[config.mk]
export PLATFORM = sky130hd
export DESIGN_NAME = event_counter_table_top
export DESIGN_NICKNAME = d
export VERILOG_FILES = /design/src/rtl/ect_pkg.sv /design/src/rtl/event_counter_table_top.sv /design/src/rtl/ect_ctrl.sv /design/src/rtl/ect_dpath.sv
export SDC_FILE = /design/constraint.sdc
export NUM_CORES = 2
export LEC_CHECK = 0
export BUFFER_PORTS_ARGS = -buffer_cell sky130_fd_sc_hd__buf_4
export CORE_MARGIN = 5
export CORE_UTILIZATION = 55
export CTS_BUF_LIST = sky130_fd_sc_hd__clkbuf_8
export CTS_CLUSTER_SIZE = 30
export DETAILED_ROUTE_END_ITERATION = 8
export PLACE_DENSITY = 0.75
export SYNTH_ARGS = -nofsm -noshare
export SYNTH_HDL_FRONTEND = slang
export SYNTH_MEMORY_MAX_BITS = 65536
export SYNTH_SLANG_ARGS = --single-unit
[constraint.sdc]
create_clock -name clk -period 12.3 [get_ports clk]
set_input_delay 1.23 -clock clk [delete_from_list [all_inputs] [get_ports clk]]
set_output_delay 1.23 -clock clk [all_outputs]
set_load 0.05 [all_outputs]
[src/rtl/ect_pkg.sv]
// Shared constants and types for the event counter table.
package ect_pkg;

	localparam int ENTRIES = 64;
	localparam int IDX_W   = $clog2(ENTRIES);
	localparam int GRP_SZ  = 8;
	localparam int LOC_W   = $clog2(GRP_SZ);
	localparam int NGRP    = (ENTRIES + GRP_SZ - 1) / GRP_SZ;

	localparam logic [63:0] CNT_MAX    = 64'hffff_ffff_ffff_fffe;
	localparam logic [63:0] ALL_ONES   = 64'hffff_ffff_ffff_ffff;
	localparam logic [15:0] BASE_RESET = 16'd256;
	localparam logic [3:0]  MIN_BYTES  = 4'd8;

	localparam logic [2:0] OP_CREATE = 3'd0;
	localparam logic [2:0] OP_CLOSE  = 3'd1;
	localparam logic [2:0] OP_READ   = 3'd2;
	localparam logic [2:0] OP_WRITE  = 3'd3;
	localparam logic [2:0] OP_STATUS = 3'd4;

	localparam logic [2:0] ST_OK     = 3'd0;
	localparam logic [2:0] ST_NOFREE = 3'd1;
	localparam logic [2:0] ST_BADH   = 3'd2;
	localparam logic [2:0] ST_INVAL  = 3'd3;
	localparam logic [2:0] ST_BLOCK  = 3'd4;
	localparam logic [2:0] ST_WAIT   = 3'd5;

	localparam int MODE_NONBLOCK = 0;
	localparam int MODE_SEM      = 1;

	typedef struct packed {
		logic capture;
		logic commit;
	} ect_cmd_t;

endpackage

[src/rtl/event_counter_table_top.sv]
// Top level of the event counter table.
//
// Input channel: in_valid / in_stall with opcode, handle, data_value,
// mode_flags, byte_count. An item is taken when in_valid is high and
// in_stall is low. Output channel: out_valid / out_stall with status,
// new_handle, read_value, readable, writable; one result per item.
// handle_base is written through cfg_wr_en / cfg_wr_data; the user must
// do so only while idle, as the block itself does not enforce it.
//
// The accept edge reads the counter RAM; the commit edge, in execute,
// checks, updates the entry and loads the result register. Because of
// the RAM read-modify-write, no new item is taken until the current one
// has committed. The free-entry search uses a registered group summary
// of the in-use bits.
// If the receiver stalls, a finished result waits in the output
// register; one more item may be taken and then holds in execute.
// Reset clears all in-use bits and sets handle_base to 256.
module event_counter_table_top import ect_pkg::*; (
	input  logic        clk,
	input  logic        arst_n,
	input  logic        cfg_wr_en,
	input  logic [15:0] cfg_wr_data,
	input  logic        in_valid,
	output logic        in_stall,
	input  logic [2:0]  opcode,
	input  logic [15:0] handle,
	input  logic [63:0] data_value,
	input  logic [1:0]  mode_flags,
	input  logic [3:0]  byte_count,
	output logic        out_valid,
	input  logic        out_stall,
	output logic [2:0]  status,
	output logic [15:0] new_handle,
	output logic [63:0] read_value,
	output logic        readable,
	output logic        writable
);

	ect_cmd_t cmd;

	ect_ctrl u_ctrl (
		.clk       (clk),
		.arst_n    (arst_n),
		.in_valid  (in_valid),
		.in_stall  (in_stall),
		.out_valid (out_valid),
		.out_stall (out_stall),
		.cmd       (cmd)
	);

	ect_dpath u_dpath (
		.clk         (clk),
		.arst_n      (arst_n),
		.cmd         (cmd),
		.cfg_wr_en   (cfg_wr_en),
		.cfg_wr_data (cfg_wr_data),
		.opcode      (opcode),
		.handle      (handle),
		.data_value  (data_value),
		.mode_flags  (mode_flags),
		.byte_count  (byte_count),
		.status      (status),
		.new_handle  (new_handle),
		.read_value  (read_value),
		.readable    (readable),
		.writable    (writable)
	);

endmodule

[src/rtl/ect_ctrl.sv]
// Control state machine: input handshake, execute sequencing, output valid.
module ect_ctrl import ect_pkg::*; (
	input  logic     clk,
	input  logic     arst_n,
	input  logic     in_valid,
	output logic     in_stall,
	output logic     out_valid,
	input  logic     out_stall,
	output ect_cmd_t cmd
);

	typedef enum logic {
		S_IDLE,
		S_EXEC
	} state_t;

	state_t state_q;
	logic   out_valid_q;
	logic   accept;
	logic   go;

	assign in_stall    = (state_q != S_IDLE);
	assign accept      = in_valid && !in_stall;
	assign go          = (state_q == S_EXEC) && (!out_valid_q || !out_stall);
	assign cmd.capture = accept;
	assign cmd.commit  = go;
	assign out_valid   = out_valid_q;

	always_ff @(posedge clk or negedge arst_n) begin
		if (!arst_n) begin
			state_q     <= S_IDLE;
			out_valid_q <= 1'b0;
		end else begin
			case (state_q)
				S_IDLE: begin
					if (accept) begin
						state_q <= S_EXEC;
					end
				end
				S_EXEC: begin
					if (go) begin
						state_q <= S_IDLE;
					end
				end
				default: state_q <= S_IDLE;
			endcase
			if (go) begin
				out_valid_q <= 1'b1;
			end else if (out_valid_q && !out_stall) begin
				out_valid_q <= 1'b0;
			end
		end
	end

	a_accept_exec: assert property (@(posedge clk) disable iff (!arst_n)
		accept |=> (state_q == S_EXEC))
		else $error("accepted item did not enter execute");

	a_exec_hold: assert property (@(posedge clk) disable iff (!arst_n)
		(state_q == S_EXEC) && !go |=> (state_q == S_EXEC))
		else $error("execute left without committing");

	a_go_valid: assert property (@(posedge clk) disable iff (!arst_n)
		go |=> out_valid_q)
		else $error("committed result not presented");

endmodule

[src/rtl/ect_dpath.sv]
// Datapath: counter and mode memories, in-use bits, free-entry search, result registers.
module ect_dpath import ect_pkg::*; (
	input  logic        clk,
	input  logic        arst_n,
	input  ect_cmd_t    cmd,
	input  logic        cfg_wr_en,
	input  logic [15:0] cfg_wr_data,
	input  logic [2:0]  opcode,
	input  logic [15:0] handle,
	input  logic [63:0] data_value,
	input  logic [1:0]  mode_flags,
	input  logic [3:0]  byte_count,
	output logic [2:0]  status,
	output logic [15:0] new_handle,
	output logic [63:0] read_value,
	output logic        readable,
	output logic        writable
);

	logic [63:0] count_mem [ENTRIES];
	logic [1:0]  mode_mem  [ENTRIES];

	logic [15:0]        handle_base_q;
	logic [ENTRIES-1:0] in_use_q;
	logic [NGRP-1:0]    grp_free_q;
	logic [LOC_W-1:0]   grp_loc_q [NGRP];
	logic [NGRP-1:0]    grp_free_n;
	logic [LOC_W-1:0]   grp_loc_n [NGRP];

	logic [2:0]  op_q;
	logic [15:0] idx_q;
	logic [63:0] val_q;
	logic [1:0]  flags_q;
	logic [3:0]  bytes_q;
	logic [63:0] count_rd_q;
	logic [1:0]  mode_rd_q;

	logic [15:0] rd_idx;
	logic        free_any;
	logic [15:0] free_idx;
	logic        hit;
	logic [2:0]  stall_st;
	logic [64:0] sum;
	logic        ovf;

	logic [2:0]  st_n;
	logic [15:0] nh_n;
	logic [63:0] rv_n;
	logic        rd_n;
	logic        wr_n;
	logic        mem_we;
	logic        mode_we;
	logic [IDX_W-1:0] waddr;
	logic [63:0] wdata;
	logic        set_use;
	logic        clr_use;

	assign rd_idx   = handle - handle_base_q;
	assign hit      = (idx_q < 16'(ENTRIES)) && in_use_q[idx_q[IDX_W-1:0]];
	assign stall_st = mode_rd_q[MODE_NONBLOCK] ? ST_BLOCK : ST_WAIT;
	assign sum      = {1'b0, count_rd_q} + {1'b0, val_q};
	assign ovf      = sum > {1'b0, CNT_MAX};

	// lowest group with a free entry, from the registered group summary
	always_comb begin
		free_any = 1'b0;
		free_idx = '0;
		for (int g = NGRP - 1; g >= 0; g--) begin
			if (grp_free_q[g]) begin
				free_any = 1'b1;
				free_idx = 16'(g * GRP_SZ) + 16'(grp_loc_q[g]);
			end
		end
	end

	// per group: any free slot, and the lowest free slot
	always_comb begin
		for (int g = 0; g < NGRP; g++) begin
			grp_free_n[g] = 1'b0;
			grp_loc_n[g]  = '0;
			for (int k = GRP_SZ - 1; k >= 0; k--) begin
				if (g * GRP_SZ + k < ENTRIES) begin
					if (!in_use_q[g * GRP_SZ + k]) begin
						grp_free_n[g] = 1'b1;
						grp_loc_n[g]  = LOC_W'(k);
					end
				end
			end
		end
	end

	always_comb begin
		st_n    = ST_OK;
		nh_n    = '0;
		rv_n    = '0;
		rd_n    = 1'b0;
		wr_n    = 1'b0;
		mem_we  = 1'b0;
		mode_we = 1'b0;
		waddr   = idx_q[IDX_W-1:0];
		wdata   = count_rd_q;
		set_use = 1'b0;
		clr_use = 1'b0;
		case (op_q)
			OP_CREATE: begin
				if (!free_any) begin
					st_n = ST_NOFREE;
				end else begin
					waddr   = free_idx[IDX_W-1:0];
					wdata   = (val_q > CNT_MAX) ? CNT_MAX : val_q;
					mem_we  = 1'b1;
					mode_we = 1'b1;
					set_use = 1'b1;
					nh_n    = handle_base_q + free_idx;
				end
			end
			OP_CLOSE: begin
				if (!hit) begin
					st_n = ST_BADH;
				end else begin
					clr_use = 1'b1;
				end
			end
			OP_READ: begin
				if (!hit) begin
					st_n = ST_BADH;
				end else if (bytes_q < MIN_BYTES) begin
					st_n = ST_INVAL;
				end else if (count_rd_q == '0) begin
					st_n = stall_st;
				end else if (mode_rd_q[MODE_SEM]) begin
					rv_n   = 64'd1;
					wdata  = count_rd_q - 64'd1;
					mem_we = 1'b1;
				end else begin
					rv_n   = count_rd_q;
					wdata  = '0;
					mem_we = 1'b1;
				end
			end
			OP_WRITE: begin
				if (!hit) begin
					st_n = ST_BADH;
				end else if (bytes_q < MIN_BYTES || val_q == ALL_ONES) begin
					st_n = ST_INVAL;
				end else if (ovf) begin
					st_n = stall_st;
				end else begin
					wdata  = sum[63:0];
					mem_we = 1'b1;
				end
			end
			OP_STATUS: begin
				if (!hit) begin
					st_n = ST_BADH;
				end else begin
					rd_n = (count_rd_q != '0);
					wr_n = (count_rd_q != CNT_MAX);
				end
			end
			default: st_n = ST_INVAL;
		endcase
	end

	always_ff @(posedge clk or negedge arst_n) begin
		if (!arst_n) begin
			handle_base_q <= BASE_RESET;
			in_use_q      <= '0;
			grp_free_q    <= '0;
		end else begin
			if (cfg_wr_en) begin
				handle_base_q <= cfg_wr_data;
			end
			if (cmd.commit && set_use) begin
				in_use_q[waddr] <= 1'b1;
			end
			if (cmd.commit && clr_use) begin
				in_use_q[waddr] <= 1'b0;
			end
			grp_free_q <= grp_free_n;
		end
	end

	// local lowest free slot of each group
	always_ff @(posedge clk) begin
		grp_loc_q <= grp_loc_n;
	end

	always_ff @(posedge clk) begin
		if (cmd.capture) begin
			op_q       <= opcode;
			idx_q      <= rd_idx;
			val_q      <= data_value;
			flags_q    <= mode_flags;
			bytes_q    <= byte_count;
			count_rd_q <= count_mem[rd_idx[IDX_W-1:0]];
			mode_rd_q  <= mode_mem[rd_idx[IDX_W-1:0]];
		end
		if (cmd.commit && mem_we) begin
			count_mem[waddr] <= wdata;
		end
		if (cmd.commit && mode_we) begin
			mode_mem[waddr] <= flags_q;
		end
	end

	always_ff @(posedge clk) begin
		if (cmd.commit) begin
			status     <= st_n;
			new_handle <= nh_n;
			read_value <= rv_n;
			readable   <= rd_n;
			writable   <= wr_n;
		end
	end

	a_create_sets: assert property (@(posedge clk) disable iff (!arst_n)
		cmd.commit && set_use |=> in_use_q[$past(waddr)])
		else $error("create did not mark entry in use");

	a_close_clears: assert property (@(posedge clk) disable iff (!arst_n)
		cmd.commit && clr_use |=> !in_use_q[$past(waddr)])
		else $error("close did not release entry");

	a_capture_commit: assert property (@(posedge clk) disable iff (!arst_n)
		cmd.capture |-> !cmd.commit)
		else $error("capture and commit in one cycle");

endmodule

* Word level (Yosys, flattened, before mapping)
Memory sizes are Yosys's and may differ from the RTL's. A register that Yosys moved wholly into a read port is not among the register bits.
Cells that the tools add are included.
** Word-level totals
- Bits in registers :: 288
- RAM bits :: 4224
- Input bits :: 110
- Output and inout port bits :: 87
- Logic and storage cells :: 295
- Memories kept :: 2
** Operators by class
- $add $sub $neg :: 11
- $lt $le $gt $ge :: 7
- Equality and inequality tests :: 6
- Muxes and demuxes :: 185
- Bitwise logic cells :: 6
- Reductions and logical operators :: 38
** Memory list
- u_dpath.count_mem :: depth 64, bits a word 64, rd ports 1, clocked after Yosys merged registers in 1, write ports 1, RTL line ect_dpath.sv:20 : logic [63:0] count_mem [ENTRIES];
- u_dpath.mode_mem :: depth 64, bits a word 2, rd ports 1, clocked after Yosys merged registers in 1, write ports 1, RTL line ect_dpath.sv:21 : logic [1:0] mode_mem [ENTRIES];
** Operators with widths (number)
- 64-bit 2-to-1 mux :: 11
- 64-bit case mux with 3 select lines :: 1
- 16-bit 2-to-1 mux :: 8
- 3-bit 2-to-1 mux :: 38
- 1-bit 2-to-1 mux :: 103
- 64-bit by 64-bit adder with 65-bit output :: 1
- 65-bit by 64-bit greater-than comparator with 1-bit output, second input constant :: 1
- 64-bit bitwise AND :: 1
- 64-bit == test, second input constant :: 1
- 64-bit greater-than comparator, second input constant :: 1
- 64-bit logical NOT :: 1
- 64-bit inequality test, second input constant :: 1
- 64-bit inverter :: 1
- 64-bit bitwise OR :: 1
- 64-bit nonzero test :: 1
- 64-bit by 1-bit subtractor with 64-bit output, second input constant :: 1
- 2-bit 2-to-1 mux :: 17
- 4-bit AND reduction :: 8
- 6-bit by 3-bit adder with 7-bit output, first input constant :: 4
- 2-bit AND reduction :: 10
- 16-bit adder :: 1
- 16-bit by 7-bit less-than comparator with 1-bit output, second input constant :: 1
- 16-bit subtractor :: 1
- 6-bit by 7-bit less-than comparator with 1-bit output, second input constant :: 2
- other kinds (22) :: 37

* Logic depth before layout (Yosys ltp)
- Depth in word-level cells :: 19
- Mapped depth :: 20
- Mapped depth without buffers :: 20

* By module
A second synthesis with hierarchy kept.
** Unflattened totals
- Cell total of the unflattened synthesis :: 9059
- Area, all modules :: 184245.5 um^2
** By module, submodules not included
- ect_dpath :: times used 1, cells each 9051, area an instance 184146.6 um^2, seq. area each 136642.3 um^2
- ect_ctrl :: times used 1, cells each 8, area an instance 98.8 um^2, seq. area each 50.0 um^2

* Least setup slack after synthesis
No wires, ideal clock.
- Path type :: register -> register
- From :: reg u_dpath.count_rd_q[6], read port of u_dpath.count_mem
- To :: mem u_dpath.count_mem[10][0] (enable)
- Library setup time :: 565 ps
- Arrival time :: 7954 ps
- Data required time :: 11735 ps
- Slack :: 3781 ps
- Stages on the path, launching flop included :: 17
- Buffers on the path :: 3
- Clock period less this slack :: 8519 ps
- Path through :: edfxtp_1 ha_1 clkbuf_1 a21o_1 a2111oi_0 nor3_1 o211ai_2 a2111oi_4 or2_2 o311ai_0 nor3_1 nand4_1 or4_1 buf_4 a21oi_4 buf_6 nor3_1
** Between the ends
- Word-level cells in the longest chain between the ends :: 9
- Elaborated cells on any way between the ends :: 13
- Those cells by class :: add/sub: 1; order compare: 1; mux: 9; reduce/logical: 2
** RTL lines
- start: declaration :: RTL line ect_dpath.sv:35 : logic [63:0] count_rd_q;
- 64-bit by 64-bit adder with 65-bit output :: RTL line ect_dpath.sv:61 : assign sum = {1'b0, count_rd_q} + {1'b0, val_q};
- 65-bit by 64-bit greater-than comparator with 1-bit output :: RTL line ect_dpath.sv:62 : assign ovf = sum > {1'b0, CNT_MAX};
- 1-bit 2-to-1 mux :: RTL line ect_dpath.sv:146 : end else if (ovf) begin
- 1-bit 2-to-1 mux :: RTL line ect_dpath.sv:144 : end else if (bytes_q < MIN_BYTES || val_q == ALL_ONES) begin
- 1-bit 2-to-1 mux :: RTL line ect_dpath.sv:142 : if (!hit) begin
- 1-bit case mux with 3 select lines (*) :: RTL line ect_dpath.sv:104 : case (op_q)
- 1-bit logical AND (*) :: RTL line ect_dpath.sv:199 : if (cmd.commit && mem_we) begin
- 1-bit 2-to-1 mux (*) :: RTL line ect_dpath.sv:199
- 1-bit 2-to-1 mux (not written as such) (*) :: RTL line ect_dpath.sv:200 : count_mem[waddr] <= wdata;
- end: declaration :: RTL line ect_dpath.sv:20
Mark *: on every way between the ends. The rest lies on a longest branch, timed or not.

* Worst setup path after layout
- From :: reg u_dpath.count_rd_q[15], read port of u_dpath.count_mem
- To :: mem u_dpath.count_mem[45][35] (enable)
Same word-level chain as after synthesis.

==> results.md <==
| Quantity | This run |
| --- | --- |
| Filler cells | 22340 |
| Most frequently used cell type in the post-synthesis netlist | sky130_fd_sc_hd__edfxtp_1 |
| Average wire per cell in the routed design | 34.56 um |
| Max-cap check violation count | 0 |
| Worst relative slew slack | 8.326% |
| IO buf count | 193 |
| Sequential fraction of the synthesis area | 74.35% |
| Number of placed instances, taps included | 13370 |
| Global-route total usage across every layer | 28.81% |
| CP delay by family, top | simple AND/OR/NAND/NOR gates |
| Number of endpoints failing setup at the final stage | 0 |
| Ratio of cells with drive above 1 in the final layout | 28.17% |
| Number of placed I/O pins | 197 |
| Worst path buffer plus inverter count | 5 |
| Core area | 333200 um2 |
| H-tree Lvls | 6 |
| Overall die width | 588.2 um |
| Maximum number of pins on one net before global-route repair | 134 |
| Root buffer cell | sky130_fd_sc_hd__clkbuf_8 |
| Synthesized Nets | 9152 |
| Kind of end point of the critical path | register |
| Clock latency reported for the late side of the worst-skew pair | 1.22 ns |
| CTS sink count | 4575 |
| Status | complete, no violations |
| Classification of the worst-slack hold path | in2reg |
| Total Neg Setup Slack | 0 ns |
| TritonCTS clock tree | done |
| Ys async rst share | 1.967% |
| Worst Path Class, Setup | reg2reg |
| Per-instance average area after synthesis | 20.54 um2 |
| Number of distinct standard cells referenced by the synthesized netlist | 87 |
| Die ar. | 345900 um2 |
| Most used flip-flop cell after synthesis | sky130_fd_sc_hd__edfxtp_1 |
| Net count, final | 9869 |
| Vias in the first global route | 97480 |
| Time the final worst path needs with I/O delays and setup | 9.355 ns |
| Chip Height | 588.2 um |
| Worst-margin pin slew | 1.372 ns |
| Final wirelength | 505100 um |
| # DRC | 0 |
| HPWL after detailed placement | 301000 um |
| Starting Density | 55.18% |
| Startpoint kind of the worst setup timing path | register |
| First-pass GRT wire length | 713900 um |
| Detail Route Antenna Nets | 0 |
| Final hold vios | 0 |
| Delay contributed by the slowest stage of the critical path | 1.01 ns |
| Post-synthesis register bit count | 4575 |
| Iteration-0 DRC Markers | 14720 |
| Crit path DAT | 10.22 ns |
| Dominant cells by area after synthesis | sky130_fd_sc_hd__edfxtp_1 (73%), sky130_fd_sc_hd__mux4_2 (16%), sky130_fd_sc_hd__dfrtp_1 (1.2%) |
| Total of warnings raised by yosys | 0 |
| Cell-by-cell trace of the critical path | ha_1, nand2_1, o21ai_0, a21o_1, a21oi_1, o211ai_1, xor2_1, nand4_1, nor4_1, nand4_1, or4_1, buf_4, a21oi_4, buf_4, buf_4, nor3_2, buf_4, buf_4 |
| Syn Std Cell Area | 183900 um2 |
| Routability cong. | 0.9455 |
| Max FO, Critical Path | 43 |
| Worst slack, placed | 3.356 ns |
| Number of synthesized flops with an enable pin | 4461 |
| Clock transition at the register clock pins on the worst setup and hold paths after CTS | 0.07 ns |
| Final worst slack | 2.945 ns |
| Initial antenna violation count | 18 |
| Gate count of the mapped netlist | 8952 |
| Vias post-DR | 98580 |
| Largest buffer count on any clock path | 4 |
| Highest ir drop seen on vdd | 0.1330 mV |
| Required time worst endpoint | 13.16 ns |
| Routed via count divided by cell count | 6.745 |
| Total iterations of the first detailed-routing run | 8 |
| Unrepaired setup endpoints after global routing | no |
| Leftover overflow at the end of global routing | 0 |
| Final std cells w/o fill | 14620 |
| Number of core rows | 212 |
| Leakage | 0.06568 uW |
| Fraction of the cycle the final worst path needs | 76.06% |
| Top cell type by total area after synthesis | sky130_fd_sc_hd__edfxtp_1 |
| Cell mode on critical path | sky130_fd_sc_hd__buf_4 |
| Area added between synthesis and finish | 11.57% |
| Post-synth top cells | sky130_fd_sc_hd__edfxtp_1 (4461), sky130_fd_sc_hd__mux4_2 (1334), sky130_fd_sc_hd__nand2_1 (416) |
| Number of buffers created by CTS | 688 |
| Number of slew-limit violations in the final report | 0 |
| Total power density per cell area | 177.8 nW/um2 |
| Cell with the largest stage delay on the worst path | sky130_fd_sc_hd__nor4_1 |
| Highest achievable clock rate | 0.1069 GHz |
| Worst-case clock skew | 0.06825 ns |
| Area share of the largest cell type after synthesis | 72.86% |
## through the flow
| stage | util [%] | area [um2] | power (uW) | hold WS [ns] |
|---|---|---|---|---|
| after global routing | 61.57 | 205100 | 37700 | 0.1128 |
| final | 61.57 | 205100 | 36470 | 0.1860 |
| after CTS | 61.56 | 205100 | 36580 | 0.08077 |
| after global placement | 57.84 | 192700 | 25220 | 0.5106 |
| after detailed placement | 57.84 | 192700 | 25360 | 0.5189 |
| after floorplan | - | 183900 | 22790 | 0.4741 |
## routing by layer
layer  track usage [%]  wire (um)  vias up
li1                  -          -    39150
met1             40.98     186700    51480
met2             44.42     237200     6977
met3             6.772      60190      961
met4             10.44      20810        7
met5            0.1232        101        -
## logic make-up (layout without fill, tap and decap cells)
kind of cell	after synthesis	count (layout)	share of synthesized area [%]
xor+xnor	93	93	0.4430
other cells	0	11	0
simple gates	1318	1318	3.501
mux	1395	1395	16.68
flops	4575	4575	74.35
buf+inv	566	1831	1.198
compound gates	915	915	3.208
fa+ha+maj	90	90	0.6247
## sequential cells by signal (all words and copies together), names as in the netlist, 2 cells and up
name	cells
u_dpath.count_mem	4096
u_dpath.read_value	64
u_dpath.idx_q	16
u_dpath.count_rd_q	64
u_dpath.op_q	3
u_dpath.handle_base_q	16
u_dpath.in_use_q	64
u_dpath.grp_loc_q	24
u_dpath.mode_mem	128
u_dpath.new_handle	16
u_dpath.val_q	64
u_dpath.flags_q	2
u_dpath.mode_rd_q	2
u_dpath.grp_free_q	8
u_dpath.status	3
## layout make-up
type | count | area, um2 | area share [%]
Clock buffer | 712 | 9799 | 4.777
Clock inverter | 526 | 2599 | 1.267
Timing Repair Buffer | 533 | 4204 | 2.049
Inverter | 60 | 235.2 | 0.1147
Sequential cell | 4575 | 136700 | 66.64
Tap cell | 4387 | 5489 | 2.676
Antenna cell | 11 | 27.53 | 0.01342
Multi-Input combinational cell | 3811 | 46080 | 22.47
## layout by cell type (no fill, tap or decap), types with 36 or more instances in the layout
cell | synthesis | final
sky130_fd_sc_hd__nor3_1 | 151 | 82
sky130_fd_sc_hd__and2_1 | 135 | 135
sky130_fd_sc_hd__nor3_2 | 0 | 69
sky130_fd_sc_hd__dfrtp_1 | 89 | 89
sky130_fd_sc_hd__o21ai_0 | 135 | 135
sky130_fd_sc_hd__ha_1 | 87 | 86
sky130_fd_sc_hd__clkbuf_8 | 0 | 712
sky130_fd_sc_hd__nand3_1 | 52 | 49
sky130_fd_sc_hd__nand2_1 | 416 | 414
sky130_fd_sc_hd__clkinv_2 | 0 | 68
sky130_fd_sc_hd__a31oi_1 | 84 | 83
sky130_fd_sc_hd__buf_4 | 2 | 516
sky130_fd_sc_hd__clkinv_1 | 0 | 171
sky130_fd_sc_hd__nand4_1 | 90 | 90
sky130_fd_sc_hd__edfxtp_1 | 4461 | 4461
sky130_fd_sc_hd__a21oi_1 | 308 | 254
sky130_fd_sc_hd__a21oi_4 | 1 | 55
sky130_fd_sc_hd__mux4_2 | 1334 | 1334
sky130_fd_sc_hd__xnor2_1 | 59 | 58
sky130_fd_sc_hd__a21o_1 | 36 | 36
sky130_fd_sc_hd__inv_1 | 59 | 295
sky130_fd_sc_hd__a211oi_1 | 81 | 80
sky130_fd_sc_hd__nor2_1 | 243 | 239
sky130_fd_sc_hd__mux2i_1 | 55 | 55
sky130_fd_sc_hd__nor4_1 | 54 | 53
sky130_fd_sc_hd__a2bb2oi_1 | 64 | 64
## what timing repair did
| item | 4_1_cts | 5_1_grt |
|---|---|---|
| setup endpoints to repair | 0 | 0 |
| hold endpoints to repair | 17 | 0 |
| setup buffers | 0 | 0 |
| gates resized for setup | 0 | 0 |
| hold buffers | 1 | 0 |
## power breakdown
group          total (uW)  internal [uW]  switching, uW
clock               11400           5590           5790
sequential          18300          18100            218
combinational        6770           2430           4340
## worst paths after layout
| check | start | endpoint | slack, ns | cells past startpoint |
|---|---|---|---|---|
| max reg2reg | u_dpath.count_rd_q[15]$_DFFE_PP_ | u_dpath.count_mem[45][35]$_DFFE_PP_ | 2.95 | 18 |
| min | data_value[40] | u_dpath.val_q[40]$_DFFE_PP_ | 0.19 | 1 |
| max | u_dpath.count_rd_q[15]$_DFFE_PP_ | u_dpath.count_mem[45][35]$_DFFE_PP_ | 2.95 | 18 |
| max in group asynchronous | arst_n | u_dpath.grp_free_q[0]$_DFF_PN0_ | 10.51 | 3 |
| min reg2reg | u_dpath.in_use_q[33]$_DFF_PN0_ | u_dpath.grp_loc_q[9]$_SDFF_PN0_ | 0.54 | 1 |
| min in group asynchronous | arst_n | u_ctrl.in_stall$_DFF_PN0_ | 0.51 | 2 |
Power figures use the tool's default switching activity.
